File: config.mk
export PLATFORM = sky130hd
export DESIGN_NAME = morse_character_encoder
export DESIGN_NICKNAME = d
export VERILOG_FILES = /design/src/rtl/core/mce_pkg.sv /design/src/rtl/core/mce_front.sv /design/src/rtl/core/mce_fifo.sv /design/src/rtl/core/mce_back.sv /design/src/rtl/core/morse_character_encoder.sv
export SDC_FILE = /design/constraint.sdc
export NUM_CORES = 1
export LEC_CHECK = 0
export BUFFER_PORTS_ARGS = -buffer_cell sky130_fd_sc_hd__buf_2
export CAP_MARGIN = 20
export CORE_MARGIN = 2
export CORE_UTILIZATION = 45
export CTS_CLUSTER_DIAMETER = 60
export DETAILED_ROUTE_END_ITERATION = 12
export HOLD_SLACK_MARGIN = 0.03
export PLACE_DENSITY = 0.72
export SETUP_SLACK_MARGIN = 0.1
export SYNTH_ARGS = -nofsm -noshare
export SYNTH_HDL_FRONTEND = slang
export SYNTH_SLANG_ARGS = --single-unit
File: constraint.sdc
create_clock -name i_clk -period 4.85 [get_ports i_clk]
set_input_delay 0.97 -clock i_clk [delete_from_list [all_inputs] [get_ports i_clk]]
set_output_delay 0.97 -clock i_clk [all_outputs]
set_load 0.01 [all_outputs]
File: src/rtl/core/mce_pkg.sv
// shared types, constants and the character lookup for the morse encoder
`default_nettype none

package mce_pkg;

    localparam int MCE_QDEPTH = 2;

    localparam int CFG_IDX_W = 2;
    localparam int CFG_DATA_W = 16;
    localparam int DUR_W = 16;

    localparam logic [CFG_IDX_W-1:0] REG_DOT_TIME = 2'd0;
    localparam logic [CFG_IDX_W-1:0] REG_DASH_TIME = 2'd1;
    localparam logic [CFG_IDX_W-1:0] REG_GAP_TIME = 2'd2;

    localparam logic [DUR_W-1:0] DOT_TIME_RST = 16'd200;
    localparam logic [DUR_W-1:0] DASH_TIME_RST = 16'd1000;
    localparam logic [DUR_W-1:0] GAP_TIME_RST = 16'd500;

    localparam logic [7:0] ASCII_A = 8'd65;
    localparam logic [7:0] ASCII_0 = 8'd48;
    localparam logic [7:0] DIGIT_ROW0 = 8'd26;

    // {symbol count, pattern}; pattern bit i is symbol i, 1 = dash
    localparam logic [7:0] SYM_TABLE [36] = '{
        {3'd2, 5'b00010}, {3'd4, 5'b00001}, {3'd4, 5'b00101}, {3'd3, 5'b00001},
        {3'd1, 5'b00000}, {3'd4, 5'b00100}, {3'd3, 5'b00011}, {3'd4, 5'b00000},
        {3'd2, 5'b00000}, {3'd4, 5'b01110}, {3'd3, 5'b00101}, {3'd4, 5'b00010},
        {3'd2, 5'b00011}, {3'd2, 5'b00001}, {3'd3, 5'b00111}, {3'd4, 5'b00110},
        {3'd4, 5'b01011}, {3'd3, 5'b00010}, {3'd3, 5'b00000}, {3'd1, 5'b00001},
        {3'd3, 5'b00100}, {3'd4, 5'b01000}, {3'd3, 5'b00110}, {3'd4, 5'b01001},
        {3'd4, 5'b01101}, {3'd4, 5'b00011},
        {3'd5, 5'b11111}, {3'd5, 5'b11110}, {3'd5, 5'b11100}, {3'd5, 5'b11000},
        {3'd5, 5'b10000}, {3'd5, 5'b00000}, {3'd5, 5'b00001}, {3'd5, 5'b00011},
        {3'd5, 5'b00111}, {3'd5, 5'b01111}
    };

    typedef struct packed {
        logic       bad;
        logic [2:0] len;
        logic [4:0] pat;
        logic       wend;
    } t_entry;

    typedef struct packed {
        logic [DUR_W-1:0] dot;
        logic [DUR_W-1:0] dash;
        logic [DUR_W-1:0] gap;
    } t_cfg;

    typedef struct packed {
        logic             lamp_on;
        logic [DUR_W-1:0] duration_ms;
        logic             char_done;
        logic             word_done;
        logic             bad_char;
    } t_result;

    function automatic t_entry classify(input logic [7:0] code, input logic wend);
        t_entry     e;
        logic [7:0] row;
        logic [7:0] sym;
        e.bad = 1'b0;
        e.len = 3'd0;
        e.pat = 5'd0;
        e.wend = wend;
        row = 8'd0;
        case (code) inside
            [8'd65:8'd90]: row = code - ASCII_A;
            [8'd48:8'd57]: row = code - ASCII_0 + DIGIT_ROW0;
            default:       e.bad = 1'b1;
        endcase
        if (!e.bad) begin
            sym = SYM_TABLE[row[5:0]];
            e.len = sym[7:5];
            e.pat = sym[4:0];
        end
        return e;
    endfunction

endpackage

`default_nettype wire

File: src/rtl/core/mce_front.sv
// front stage: takes characters and turns them into queue entries
`default_nettype none

module mce_front (
    input  wire logic            i_clk,
    input  wire logic            i_rst_n,
    input  wire logic            i_in_valid,
    output logic                 o_in_stall,
    input  wire logic [7:0]      i_char_code,
    input  wire logic            i_word_end,
    output logic                 o_push,
    output mce_pkg::t_entry      o_push_entry,
    input  wire logic            i_q_full
);
    import mce_pkg::*;

    logic   r_valid;
    logic   n_valid;
    t_entry r_entry;
    logic   take;

    assign o_push = r_valid && !i_q_full;
    assign o_in_stall = r_valid && i_q_full;
    assign take = i_in_valid && !o_in_stall;
    assign o_push_entry = r_entry;

    always_comb begin
        n_valid = r_valid;
        if (o_push) begin
            n_valid = 1'b0;
        end
        if (take) begin
            n_valid = 1'b1;
        end
    end

    always_ff @(posedge i_clk) begin
        if (!i_rst_n) begin
            r_valid <= 1'b0;
        end else begin
            r_valid <= n_valid;
        end
    end

    always_ff @(posedge i_clk) begin
        if (take) begin
            r_entry <= classify(i_char_code, i_word_end);
        end
    end

endmodule

`default_nettype wire

File: src/rtl/core/mce_fifo.sv
// short queue of classified characters between front and back
`default_nettype none

module mce_fifo #(
    parameter int DEPTH = mce_pkg::MCE_QDEPTH
) (
    input  wire logic            i_clk,
    input  wire logic            i_rst_n,
    input  wire logic            i_push,
    input  wire mce_pkg::t_entry i_push_entry,
    output logic                 o_full,
    input  wire logic            i_pop,
    output mce_pkg::t_entry      o_head,
    output logic                 o_valid
);
    import mce_pkg::*;

    localparam int PW = (DEPTH > 1) ? $clog2(DEPTH) : 1;
    localparam int CW = $clog2(DEPTH + 1);
    localparam logic [PW-1:0] LAST_PTR = PW'(DEPTH - 1);
    localparam logic [CW-1:0] FULL_CNT = CW'(DEPTH);

    t_entry        r_mem [DEPTH];
    logic [PW-1:0] r_wptr;
    logic [PW-1:0] r_rptr;
    logic [CW-1:0] r_count;
    logic [PW-1:0] n_wptr;
    logic [PW-1:0] n_rptr;
    logic [CW-1:0] n_count;

    assign o_full = (r_count == FULL_CNT);
    assign o_valid = (r_count != '0);
    assign o_head = r_mem[r_rptr];

    always_comb begin
        n_wptr = r_wptr;
        n_rptr = r_rptr;
        n_count = r_count;
        if (i_push) begin
            n_wptr = (r_wptr == LAST_PTR) ? '0 : r_wptr + 1'b1;
        end
        if (i_pop) begin
            n_rptr = (r_rptr == LAST_PTR) ? '0 : r_rptr + 1'b1;
        end
        if (i_push && !i_pop) begin
            n_count = r_count + 1'b1;
        end else if (!i_push && i_pop) begin
            n_count = r_count - 1'b1;
        end
    end

    always_ff @(posedge i_clk) begin
        if (!i_rst_n) begin
            r_wptr <= '0;
            r_rptr <= '0;
            r_count <= '0;
        end else begin
            r_wptr <= n_wptr;
            r_rptr <= n_rptr;
            r_count <= n_count;
        end
    end

    always_ff @(posedge i_clk) begin
        if (i_push) begin
            r_mem[r_wptr] <= i_push_entry;
        end
    end

endmodule

`default_nettype wire

File: src/rtl/core/mce_back.sv
// back stage: walks symbols and emits one segment per cycle unless stalled
`default_nettype none

module mce_back (
    input  wire logic            i_clk,
    input  wire logic            i_rst_n,
    input  wire mce_pkg::t_cfg   i_cfg,
    input  wire mce_pkg::t_entry i_head,
    input  wire logic            i_head_valid,
    output logic                 o_pop,
    output logic                 o_out_valid,
    input  wire logic            i_out_stall,
    output mce_pkg::t_result     o_result
);
    import mce_pkg::*;

    logic    r_busy;
    logic    n_busy;
    t_entry  r_ent;
    logic [3:0] r_seg;
    logic    r_out_valid;
    logic    n_out_valid;
    t_result r_result;

    t_entry     cur;
    logic       cur_valid;
    logic [3:0] seg;
    logic [2:0] sym;
    logic       last;
    logic       out_free;
    logic       emit;
    t_result    res;

    assign cur = r_busy ? r_ent : i_head;
    assign cur_valid = r_busy || i_head_valid;
    assign seg = r_busy ? r_seg : 4'd0;
    assign sym = seg[3:1];
    assign out_free = !r_out_valid || !i_out_stall;
    assign emit = out_free && cur_valid;
    assign o_pop = emit && !r_busy;

    // for a valid character, even segment lights the lamp, odd segment is the pause after it
    always_comb begin
        last = cur.bad || (seg[0] && ({1'b0, sym} + 4'd1 == {1'b0, cur.len}));
        res.lamp_on = !cur.bad && !seg[0];
        if (cur.bad) begin
            res.duration_ms = '0;
        end else if (seg[0]) begin
            res.duration_ms = i_cfg.gap;
        end else if (cur.pat[sym]) begin
            res.duration_ms = i_cfg.dash;
        end else begin
            res.duration_ms = i_cfg.dot;
        end
        res.char_done = last;
        res.word_done = last && cur.wend;
        res.bad_char = cur.bad;
    end

    always_comb begin
        n_busy = r_busy;
        n_out_valid = r_out_valid;
        if (out_free) begin
            n_out_valid = cur_valid;
        end
        if (emit) begin
            n_busy = !last;
        end
    end

    always_ff @(posedge i_clk) begin
        if (!i_rst_n) begin
            r_busy <= 1'b0;
            r_out_valid <= 1'b0;
        end else begin
            r_busy <= n_busy;
            r_out_valid <= n_out_valid;
        end
    end

    always_ff @(posedge i_clk) begin
        if (emit) begin
            r_result <= res;
            r_ent <= cur;
            r_seg <= seg + 4'd1;
        end
    end

    assign o_out_valid = r_out_valid;
    assign o_result = r_result;

endmodule

`default_nettype wire

File: src/rtl/core/morse_character_encoder.sv
// top level of the morse character encoder: registers, front, queue, back
// first segment passes the front register, queue and back output register before
// o_out_valid; a valid character of n symbols yields 2n segments, one per cycle
// unless stalled, no gap between characters; a bad character yields one segment
// the back stage's segment counter sets the rate, the queue decouples the front
// synchronous active-low reset empties the pipe and loads 200/1000/500 ms timings
`default_nettype none

module morse_character_encoder #(
    parameter int QDEPTH = mce_pkg::MCE_QDEPTH
) (
    input  wire logic                           i_clk,
    input  wire logic                           i_rst_n,
    input  wire logic                           i_cfg_we,
    input  wire logic [mce_pkg::CFG_IDX_W-1:0]  i_cfg_index,
    input  wire logic [mce_pkg::CFG_DATA_W-1:0] i_cfg_data,
    input  wire logic                           i_in_valid,
    output logic                                o_in_stall,
    input  wire logic [7:0]                     i_char_code,
    input  wire logic                           i_word_end,
    output logic                                o_out_valid,
    input  wire logic                           i_out_stall,
    output logic                                o_lamp_on,
    output logic [mce_pkg::DUR_W-1:0]           o_duration_ms,
    output logic                                o_char_done,
    output logic                                o_word_done,
    output logic                                o_bad_char
);
    import mce_pkg::*;

    t_cfg    r_cfg;
    t_entry  push_entry;
    t_entry  head;
    t_result result;
    logic    push;
    logic    q_full;
    logic    pop;
    logic    head_valid;

    always_ff @(posedge i_clk) begin
        if (!i_rst_n) begin
            r_cfg.dot <= DOT_TIME_RST;
            r_cfg.dash <= DASH_TIME_RST;
            r_cfg.gap <= GAP_TIME_RST;
        end else if (i_cfg_we) begin
            case (i_cfg_index)
                REG_DOT_TIME:  r_cfg.dot <= i_cfg_data;
                REG_DASH_TIME: r_cfg.dash <= i_cfg_data;
                REG_GAP_TIME:  r_cfg.gap <= i_cfg_data;
                default:       ;
            endcase
        end
    end

    mce_front u_front (
        .i_clk        (i_clk),
        .i_rst_n      (i_rst_n),
        .i_in_valid   (i_in_valid),
        .o_in_stall   (o_in_stall),
        .i_char_code  (i_char_code),
        .i_word_end   (i_word_end),
        .o_push       (push),
        .o_push_entry (push_entry),
        .i_q_full     (q_full)
    );

    mce_fifo #(
        .DEPTH (QDEPTH)
    ) u_fifo (
        .i_clk        (i_clk),
        .i_rst_n      (i_rst_n),
        .i_push       (push),
        .i_push_entry (push_entry),
        .o_full       (q_full),
        .i_pop        (pop),
        .o_head       (head),
        .o_valid      (head_valid)
    );

    mce_back u_back (
        .i_clk        (i_clk),
        .i_rst_n      (i_rst_n),
        .i_cfg        (r_cfg),
        .i_head       (head),
        .i_head_valid (head_valid),
        .o_pop        (pop),
        .o_out_valid  (o_out_valid),
        .i_out_stall  (i_out_stall),
        .o_result     (result)
    );

    assign o_lamp_on = result.lamp_on;
    assign o_duration_ms = result.duration_ms;
    assign o_char_done = result.char_done;
    assign o_word_done = result.word_done;
    assign o_bad_char = result.bad_char;

    // a bad character is a single dark zero-length segment that closes it
    a_bad_shape: assert property (@(posedge i_clk) disable iff (!i_rst_n)
        o_out_valid && o_bad_char |-> o_char_done && !o_lamp_on && o_duration_ms == '0)
        else $error("bad character segment malformed");

    // every character ends on a pause, never on a lit segment
    a_lit_not_last: assert property (@(posedge i_clk) disable iff (!i_rst_n)
        o_out_valid && o_lamp_on |-> !o_char_done && !o_word_done)
        else $error("lit segment marked as last");

    a_word_needs_char: assert property (@(posedge i_clk) disable iff (!i_rst_n)
        o_out_valid && o_word_done |-> o_char_done)
        else $error("word end without character end");

    // the queue is never popped when empty nor pushed when full
    a_queue_sane: assert property (@(posedge i_clk) disable iff (!i_rst_n)
        !(pop && !head_valid) && !(push && q_full))
        else $error("queue overrun or underrun");

endmodule

`default_nettype wire

Yosys cells after proc, flatten, opt, wreduce, memory -nomap -nowiden
Memories as Yosys holds them, arrays and structs flattened. A register that Yosys moved wholly into a read port is not among the register bits.
Cells that the tools add are included.
{"block": "totals", "regBits": 90, "ramBits": 20, "mem_bits_ro": 512, "in_bits": 32, "out_inout_bits": 22, "word_cells": 95, "mem_count": 2}
{"block": "op_classes", "add_sub_neg": 9, "n_lt_le_gt_ge": 5, "n_eq_ne": 4, "n_mux": 22, "bitwise": 1, "n_reduce_logical": 32}
{"name": "(name not given)", "words": 64, "word_bits": 8, "read_ports": 1, "rd_ports_with_merged_regs": 1, "write_ports": 0, "line_no": "mce_pkg.sv:74", "rtl": "sym = SYM_TABLE[row[5:0]];"}
{"name": "u_fifo.r_mem", "words": 2, "word_bits": 10, "read_ports": 1, "rd_ports_with_merged_regs": 1, "write_ports": 1, "line_no": "mce_fifo.sv:23", "rtl": "t_entry r_mem [DEPTH];"}
{"op": "$mux W16", "n": 2}
{"op": "$mux W6", "n": 3}
{"op": "$logic_and A1 B1 Y1", "n": 12}
{"op": "$mux W1", "n": 12}
{"op": "$logic_not A1 Y1", "n": 10}
{"op": "$mux W10", "n": 1}
{"op": "$ge A8 B6 Y1 const B", "n": 1}
{"op": "$ge A8 B7 Y1 const B", "n": 1}
{"op": "$le A8 B6 Y1 const B", "n": 1}
{"op": "$le A8 B7 Y1 const B", "n": 1}
{"op": "$not A6 Y7", "n": 1}
{"op": "$add A6 B5 Y6 const B", "n": 1}
{"op": "$reduce_and A2 Y1", "n": 3}
{"op": "$reduce_bool A2 Y1", "n": 3}
{"op": "$sub A6 B1 Y6 const B", "n": 1}
{"op": "$sub A6 B6 Y6 const B", "n": 1}
{"op": "$add A3 B1 Y4 const B", "n": 1}
{"op": "$add A4 B1 Y4 const B", "n": 1}
{"op": "$eq A2 B2 Y1 const B", "n": 2}
{"op": "$eq A4 B3 Y1", "n": 1}
{"op": "$lt A3 B4 Y1 const B", "n": 1}
{"op": "$mux W2", "n": 2}
{"op": "$mux W4", "n": 1}
{"op": "$bmux W1 S3", "n": 1}
{"op": "other kinds (6)", "n": 9}

Longest topological paths before layout
Gate-level depths: netlist of run 1.
{"block": "logic_depth", "depth_word": 7, "mapped_depth": 13, "mapped_depth_nobuf": 12}

By module
A second synthesis of run 1 with hierarchy kept.
{"block": "unflattened", "cells_unflattened": 545, "hier_area_um2": 6053.3}
{"module": "mce_back", "instances": 1, "cells_per_inst": 165, "area_each_um2": 1989.4, "seq_area_each_um2": 1031.0}
{"module": "morse_character_encoder", "instances": 1, "cells_per_inst": 184, "area_each_um2": 1888.1, "seq_area_each_um2": 960.9}
{"module": "mce_front", "instances": 1, "cells_per_inst": 143, "area_each_um2": 1236.2, "seq_area_each_um2": 320.3}
{"module": "mce_fifo", "instances": 1, "cells_per_inst": 53, "area_each_um2": 939.7, "seq_area_each_um2": 700.7}

Worst setup path before layout of run 1
No wires, ideal clock.
{"block": "synth_timing", "path_kind": "input-to-reg", "start": "input i_out_stall", "end": "register u_fifo.r_count[1]", "setup_ns": 0.076, "arrival_time_ns": 3.825, "t_required_ns": 4.774, "path_slack_ns": 0.950, "path_stages": 5, "path_buffers": 0, "cell_sequence": "a21oi_1 nand2b_1 ha_1 or3_1 a21boi_0"}
{"block": "synth_via", "elab_chain_len": 7, "elab_cells_between_ends": 9, "classes_between": "mux: 1; reduce/logical: 8"}
{"element": "from (decl)", "line_no": "morse_character_encoder.sv:22", "rtl": "input wire logic i_out_stall,"}
{"element": "$logic_not A1 Y1 *", "line_no": "mce_back.sv:38", "rtl": "assign out_free = !r_out_valid || !i_out_stall;"}
{"element": "$logic_or A1 B1 Y1 *", "line_no": "mce_back.sv:38"}
{"element": "$logic_and A1 B1 Y1 *", "line_no": "mce_back.sv:39", "rtl": "assign emit = out_free && cur_valid;"}
{"element": "$logic_and A1 B1 Y1 *", "line_no": "mce_back.sv:40", "rtl": "assign o_pop = emit && !r_busy;"}
{"element": "$logic_not A1 Y1", "line_no": "mce_fifo.sv:45", "rtl": "if (i_push && !i_pop) begin"}
{"element": "$logic_and A1 B1 Y1", "line_no": "mce_fifo.sv:45"}
{"element": "$mux W2 / $reduce_bool A2 Y1 (equally long branches)"}
{"element": "to (signal assigned)", "line_no": "mce_fifo.sv:60", "rtl": "r_count <= n_count;"}
{"element": "to (decl)", "line_no": "mce_fifo.sv:26", "rtl": "logic [CW-1:0] r_count;"}
Mark *: on every way between the ends. The rest lies on a longest branch, timed or not.
A chain may end at the register's enable or synchronous reset.

Final worst setup path of run 1
{"block": "layout_timing", "start": "input i_char_code[1]", "end": "register, netlist name u_front.o_push_entry[3]"}
{"block": "layout_via", "elab_chain_len": 6, "elab_cells_between_ends": 16, "classes_between": "add/sub: 3; order compare: 4; mux: 6; bitwise: 1; reduce/logical: 2"}
{"element": "from (decl)", "line_no": "morse_character_encoder.sv:19", "rtl": "input wire logic [7:0] i_char_code,"}
{"element": "$sub A6 B6 Y6 (tied with other cells)", "line_no": "mce_pkg.sv:70", "rtl": "[8'd48:8'd57]: row = code - ASCII_0 + DIGIT_ROW0;"}
{"element": "$add A6 B5 Y6 / $logic_and A1 B1 Y1 (equally long branches)", "line_no": "mce_pkg.sv:70, mce_front.sv:47"}
{"element": "$mux W6 (2 in a row)", "line_no": "mce_pkg.sv:68", "rtl": "case (code) inside"}
{"element": "$mux W6", "line_no": "mce_front.sv:46", "rtl": "if (take) begin"}
{"element": "$not A6 Y7 (not written as such)", "line_no": "mce_pkg.sv:74"}
Several ways; a longest one is shown, not always the timed one. The select of a mux whose other input is x is not followed.

==> summary.md, run 1 <==
| Metric | Value |
|---|---|
| HP Start | u_front.o_push_entry[8] |
| Worst skew pair latency | 0.41 ns |
| Post-synthesis sequential area ratio | 53.8% |
| P per Cell Area | 517 mW/mm^2 |
| Post-synth EDFFs | 63 |
| WHS Path Cells | 0 |
| Mux cell area share after synthesis | 5.95% |
| Total power | 3.39 mW |
| CP required | 5.01 ns |
| Ys flop type | edfxtp_1 |
| CTS Buf Count | 17 |
| Pre-Repair DR Iteration Count | 4 |
| Port Buf Inserts | 53 |
| Worst hold path type | flip-flop to flip-flop |
| Vias | 4206 |
| Simple-gate portion of the synthesized area | 17.4% |
| Number of max-cap violations | 0 |
| Worst Tran Pin Value | 0.874 ns |
| Routed wire per std cell | 15.0 um |
| Nets | 653 |
| Post-CTS Setup Bufs | 0 |
| Fmax | 257 MHz |
| Drt total wl | 11.8 mm |
| Top Family by Delay on Critical Path | compound AO/OA/AOI/OAI gates |
| Peak supply drop | 0.000273 V |
| Leakage | 2.53 nW |
| Worst R2R Setup Slack | 2.32 ns |
| Core area | 0.0121 sq mm |
| H-tree lvl count | 4 |
| Worst Hold Endpoint | u_fifo.r_mem[1][8] |
| Setup-failing EPs final | 0 |
| Top-area cell type share of the netlist area | 33.8% |
| Slowest CP cell | o32ai_1 |
| Synth Area in Adders | 3.58% |
| Crit. End Element | flip-flop |
| CTS Sinks | 119 |
| Worst slew margin | 41.5% |
| Outcome | finished, final reports clean |
| CTS tree | built |
| Die height | 116 um |
| Worst Setup Start Kind | input port |
| PostCTS Resize Cnt | 0 |
| I/O pin cnt | 54 |
| First-iteration detailed-routing DRC count | 295 |
| Layout cells sized above 1 | 15.0% |
| Clk pin slew, worst setup/hold paths | 0.05 ns |
| Post-Route Utilization | 54.5% |
| Die width | 116 um |
| Diodes inserted | 0 |
| Most frequent cell after synthesis | nand2_1 |
| Syn Nets | 606 |
| Mean Syn Cell Area | 10.0 sq um |
| # hold bufs at CTS | 0 |
| Unrepaired setup endpoints after global routing | false |
| Crit-path max FO | 9 |
| R2R depth | 8 |
| First-pass GRT wire length | 18.9 mm |
| Final period utilization | 80.3% |
| Largest net degree at the start of global routing | 57 |
| Worst Setup Path Type | input port to flip-flop |
| Mapped Cells | 558 |
| Cell Rows | 40 |
| Final max-slew violation count | 0 |
| Vias in the first global route | 4002 |
| Vias per Instance | 5.35 |
| Leading area contributor after synthesis | edfxtp_1 |
| Max clock buf depth | 2 |
| Ranking of synthesized cells by area | edfxtp_1, dfxtp_1, nand2_1 |
| Initial antenna violation count | 0 |
| Biggest cell delay along the critical path | 0.74 ns |
| Remaining global-route overflow | 0 |
| Post-route ant nets | 0 |
| Setup TNS | 0 ns |
| Initial Utilization | 46.4% |
| Capture point of the worst reg-to-reg path | u_back.o_result[3] |
| Buf/Inv on CP | 3 |
| Gpl congestion | 0.943 |
| Final clock skew | 0.00592 ns |
| Top cells by count, synth | nand2_1, edfxtp_1, dfxtp_1, a21boi_0, mux2i_1 |
| P&R area growth vs syn | 17.4% |
| Synth unique cells | 54 |
| Residual DRC count | 0 |
| CP Data Arrival Time | 4.05 ns |
| Clk root buf | clkbuf_16 |
| Yosys warns | 0 |
| Placed cells | 753 |
| Cell Area, Synth | 0.00560 sq mm |
| Largest family of logic cells by synthesized area | simple AND/OR/NAND/NOR gates |
| Final HPWL DP | 7.67 mm |
| Post-Synth XOR/XNOR Area | 1.57% |
| Hold Fails Final Rpt | 0 |
| Period minus WS final | 3.90 ns |
| Global-route usage over all layers | 18.4% |
| Complex-gate fraction of the synthesized area | 14.3% |
| Hold slack | 0.444 ns |
| Crit-path cells | buf_2, inv_1, ha_1, or4b_4, o22ai_1, o32ai_1, inv_1, ha_1, mux4_2, a311o_2 |
| Finished Layout Cells | 786 |
| Synthesis-stage register bit count | 119 |
| Asr flop ratio synth | 0% |
| Die area | 0.0133 sq mm |
==> kinds of logic after synthesis <==
group / count (synthesis)
simple gates: 220
buf+inv: 46
compound gates: 115
flops: 119
xor+xnor: 10
mux: 32
fa+ha+maj: 16
==> flip-flops by register name, summed over array words and instances (netlist names), 2 cells and up, named ones only <==
signal and flops:
r_cfg 48, u_back.o_result 20, u_fifo.r_mem 20, u_front.o_push_entry 10, u_back.r_ent 9, u_back.r_seg 4
u_fifo.r_count 2
==> through the flow <==
step	instance area, sq um	setup slack [ns]
floorplan	5600	0.950
global placement	5990	0.659
detailed placement	5990	0.552
CTS	6540	0.977
global route	6570	0.778
finish	6570	0.955
==> cell type report <==
type                       count  area, sq um
fill                        1037         5490
sequential                   119         3010
clock buffer                  22          475
inverter                      15         56.3
tap                          168          210
clock inverter                10         76.3
multi-input combinational    393         2410
timing repair buffer          59          330
==> where the power goes <==
| group | switching (mW) | internal [mW] |
|---|---|---|
| logic | 0.470 | 0.315 |
| registers | 0.112 | 1.35 |
| clock network | 0.415 | 0.738 |
| total | 0.997 | 2.40 |
==> worst max path at each step <==
stage                   startpoint                 endpoint  slack [ns]  cells after the start
detailed placement  i_char_code[1]  u_front.o_push_entry[3]        0.55                     10
floorplan              i_out_stall        u_fifo.r_count[1]        0.95                      5
CTS                 i_char_code[1]  u_front.o_push_entry[3]        0.98                     10
finish              i_char_code[1]  u_front.o_push_entry[3]        0.95                     10
global route        i_char_code[1]  u_front.o_push_entry[3]        0.78                     10
global placement    i_char_code[1]  u_front.o_push_entry[3]        0.66                     10
==> placed cells by master, fill, tap and decap left out, drive strengths merged, types with 22 or more instances in the layout <==
cell / count
a21boi: 37
buf: 59
clkbuf: 22
dfxtp: 56
edfxtp: 63
mux2i: 31
nand2: 132
nand3: 23
nor2: 27
o21ai: 26
==> metal layers <==
metal | global-route usage (%) | wire length [um] | vias up
li1 | - | - | 2071
met5 | 0 | 0 | -
met3 | 5.75 | 671 | 19
met4 | 8.35 | 226 | 0
met1 | 23.5 | 5250 | 1994
met2 | 28.7 | 5630 | 122
No activity file was read; power rests on OpenSTA's default activity.
==> run 2: changes to the inputs <==
Settings changed: ABC_AREA set to 1, PLACE_DENSITY 0.72 to 0.75.
Clock period 4.85 ns to 3.1 ns, I/O delays scaled along.
==> run 2 against run 1 <==
Against the previous run: cell count rose by 20%; power rose by 69%; die area rose by 4.6%; sequential power rose by 58%; flip-flop and latch count did not move; setup slack got worse by 0.31 ns; count of clock-buffer cells in the layout fell by 3; utilization fell by 0.42 points; combinational power rose by 100%; design area rose by 4.2%; non-clock buffer count fell by 1; critical path type unchanged.
==> summary.md, run 2 <==
| Metric | Value |
|---|---|
| CTS tree | built |
| Final clock skew | 0.0114 ns |
| Share of total power in the clock network | 32.6% |
| Detail Route met3 WL | 686 um |
| Gpl congestion | 0.962 |
| Worst Hold Endpoint | u_front.o_push_entry[0] |
| CP required | 3.26 ns |
| Most frequent cells in the layout | nand2_1, nor2_1, inv_1, edfxtp_1 |
| Max clock buf depth | 2 |
| Worst Setup Start Kind | input port |
| First-pass GRT wire length | 21.3 mm |
| Hold slack | 0.388 ns |
| HP Start | i_word_end |
| Final max-slew violation count | 0 |
| PostCTS Resize Cnt | 0 |
| Top-area cell type share of the netlist area | 32.3% |
| Worst R2R Setup Slack | 0.88 ns |
| Vias in the first global route | 4517 |
| Clk root buf | clkbuf_16 |
| Hold Fails Final Rpt | 0 |
| Worst slew margin | 39.9% |
| P&R area growth vs syn | 16.8% |
| Vias per Instance | 5.18 |
| Mean Syn Cell Area | 8.30 sq um |
| Setup TNS | 0 ns |
| Cell Rows | 41 |
| Finished Layout Cells | 945 |
| Die height | 118 um |
| Diodes inserted | 0 |
| Pre-Repair DR Iteration Count | 5 |
| Final HPWL DP | 8.37 mm |
| Commonest non-fill, non-tap cell in the layout | nand2_1 |
| CTS Buf Count | 17 |
| Setup-failing EPs final | 0 |
| Die width | 118 um |
| Placed cell area | 0.00627 sq mm |
| Yosys warns | 0 |
| Die area | 0.0140 sq mm |
| Switching share of power | 33.9% |
| Max FFs per register | 48 |
| Worst Tran Pin Value | 0.899 ns |
| Worst slack, placed | 0.258 ns |
| Initial Utilization | 46.3% |
| Unrepaired setup endpoints after global routing | false |
| Reg2reg start | u_back.r_busy |
| Mapped Cells | 706 |
| I/O pin cnt | 54 |
| Core area | 0.0127 sq mm |
| P per Cell Area | 838 mW/mm^2 |
| Combinational power share | 27.3% |
| Period minus WS final | 2.46 ns |
| Switching power | 1.94 mW |
| Residual DRC count | 0 |
| R2R depth | 10 |
| Cell Area, Synth | 0.00586 sq mm |
| Largest net degree at the start of global routing | 55 |
| Post-synthesis sequential area ratio | 51.4% |
| Slowest CP cell | ha_1 |
| Leakage | 3.13 nW |
| Syn Nets | 754 |
| Synthesis-stage register bit count | 119 |
| Ranking of synthesized cells by area | edfxtp_1, dfxtp_1, nand2_1 |
| DR top layer | met4 |
| Total power | 5.74 mW |
| Most frequent cell after synthesis | nand2_1 |
| Outcome | finished, final reports clean |
| Port Buf Inserts | 53 |
| Ys flop type | edfxtp_1 |
| Post-Route Utilization | 54.0% |
| Clk pin slew, worst setup/hold paths | 0.05 ns |
| Vias | 4897 |
| Capture point of the worst reg-to-reg path | u_back.o_result[12] |
| Crit-path cells | buf_2, inv_1, ha_1, inv_2, nor2_1, nand3_2, nand4_1, nand2_1, ha_1, nand3_1, o21ai_0, nand2_1, nand2_1, nor2_1, nor2_1 |
| Leading area contributor after synthesis | edfxtp_1 |
| Nets | 808 |
| Wire length on met2 | 6.13 mm |
| Number of max-cap violations | 0 |
| Global-route usage over all layers | 18.7% |
| Flop pwr share | 40.1% |
| Internal power | 3.79 mW |
| H-tree lvl count | 4 |
| CP Data Arrival Time | 2.62 ns |
| Fmax | 407 MHz |
| Crit-path max FO | 6 |
| First-iteration detailed-routing DRC count | 468 |
| Largest register by flop count | r_cfg |
| Synth unique cells | 40 |
| Worst hold path type | input port to flip-flop |
| Routed wire per std cell | 13.4 um |
| Biggest cell delay along the critical path | 0.36 ns |
| Crit. End Element | flip-flop |
| Layout cells sized above 1 | 16.4% |
| Asr flop ratio synth | 0% |
| Worst Setup Path Type | input port to flip-flop |
| Metal1 wirelength | 5.70 mm |
| # hold bufs at CTS | 0 |
| Remaining global-route overflow | 0 |
| Placed cells | 913 |
| CTS Sinks | 119 |
| Post-route ant nets | 0 |
| Peak supply drop | 0.000486 V |
| Worst skew pair latency | 0.41 ns |
| Final instance area | 0.00685 sq mm |
| Initial antenna violation count | 0 |
| Top cells by count, synth | nand2_1, nor2_1, edfxtp_1, inv_1 |
| Post-synth EDFFs | 63 |
| Drt total wl | 12.7 mm |
| Setup slack after layout | 0.640 ns |
| Final period utilization | 79.3% |
| WHS Path Cells | 1 |
| Post-CTS Setup Bufs | 0 |
[run 2: cell families after synthesis]
| logic type | after synthesis | synth area share [%] |
|---|---|---|
| compound gates | 116 | 10.8 |
| simple gates | 358 | 27.3 |
| xor+xnor | 4 | 0.598 |
| flops | 119 | 51.4 |
| buf+inv | 93 | 6.55 |
| fa+ha+maj | 16 | 3.41 |
[run 2: worst max path at each step]
| stage | start | endpoint | slack, ns | cells past startpoint |
|---|---|---|---|---|
| global route | i_char_code[1] | u_front.o_push_entry[7] | 0.43 | 16 |
| floorplan | i_out_stall | u_fifo.r_count[1] | 0.17 | 9 |
| finish | i_char_code[1] | u_front.o_push_entry[3] | 0.64 | 15 |
| CTS | i_char_code[1] | u_front.o_push_entry[3] | 0.68 | 15 |
| global placement | i_char_code[1] | u_front.o_push_entry[3] | 0.33 | 15 |
| detailed placement | i_char_code[1] | u_front.o_push_entry[3] | 0.26 | 15 |
[run 2: layout make-up]
class | instances | area [sq um]
timing repair buffer | 58 | 303
inverter | 70 | 263
tap | 172 | 215
multi-input combinational | 494 | 2480
clock inverter | 13 | 119
clock buffer | 19 | 454
fill | 1122 | 5820
sequential | 119 | 3010
[run 2: critical path: cells and delay by family]
family	cells	cell delay, ns
AND/OR/NAND/NOR	9	0.93
adder cells (fa/ha/maj)	2	0.64
buffers and inverters	3	0.33
AO/OA/AOI/OAI	1	0.09
[run 2: metal layers]
metal | vias up | track usage, %
met3 | 14 | 4.44
met4 | 0 | 6.48
li1 | 2452 | -
met5 | - | 0
met1 | 2273 | 23.8
met2 | 158 | 31.0
[run 2: power groups by stage]
stage          Sequential [mW]  Clock (mW)  Combinational, mW
6_report                  2.30        1.87               1.57
5_1_grt                   2.33        1.96               1.77
4_1_cts                   2.30        1.88               1.57
3_5_place_dp              2.33           0               1.55
3_3_place_gp              2.32           0               1.53
2_1_floorplan             2.37           0               1.07
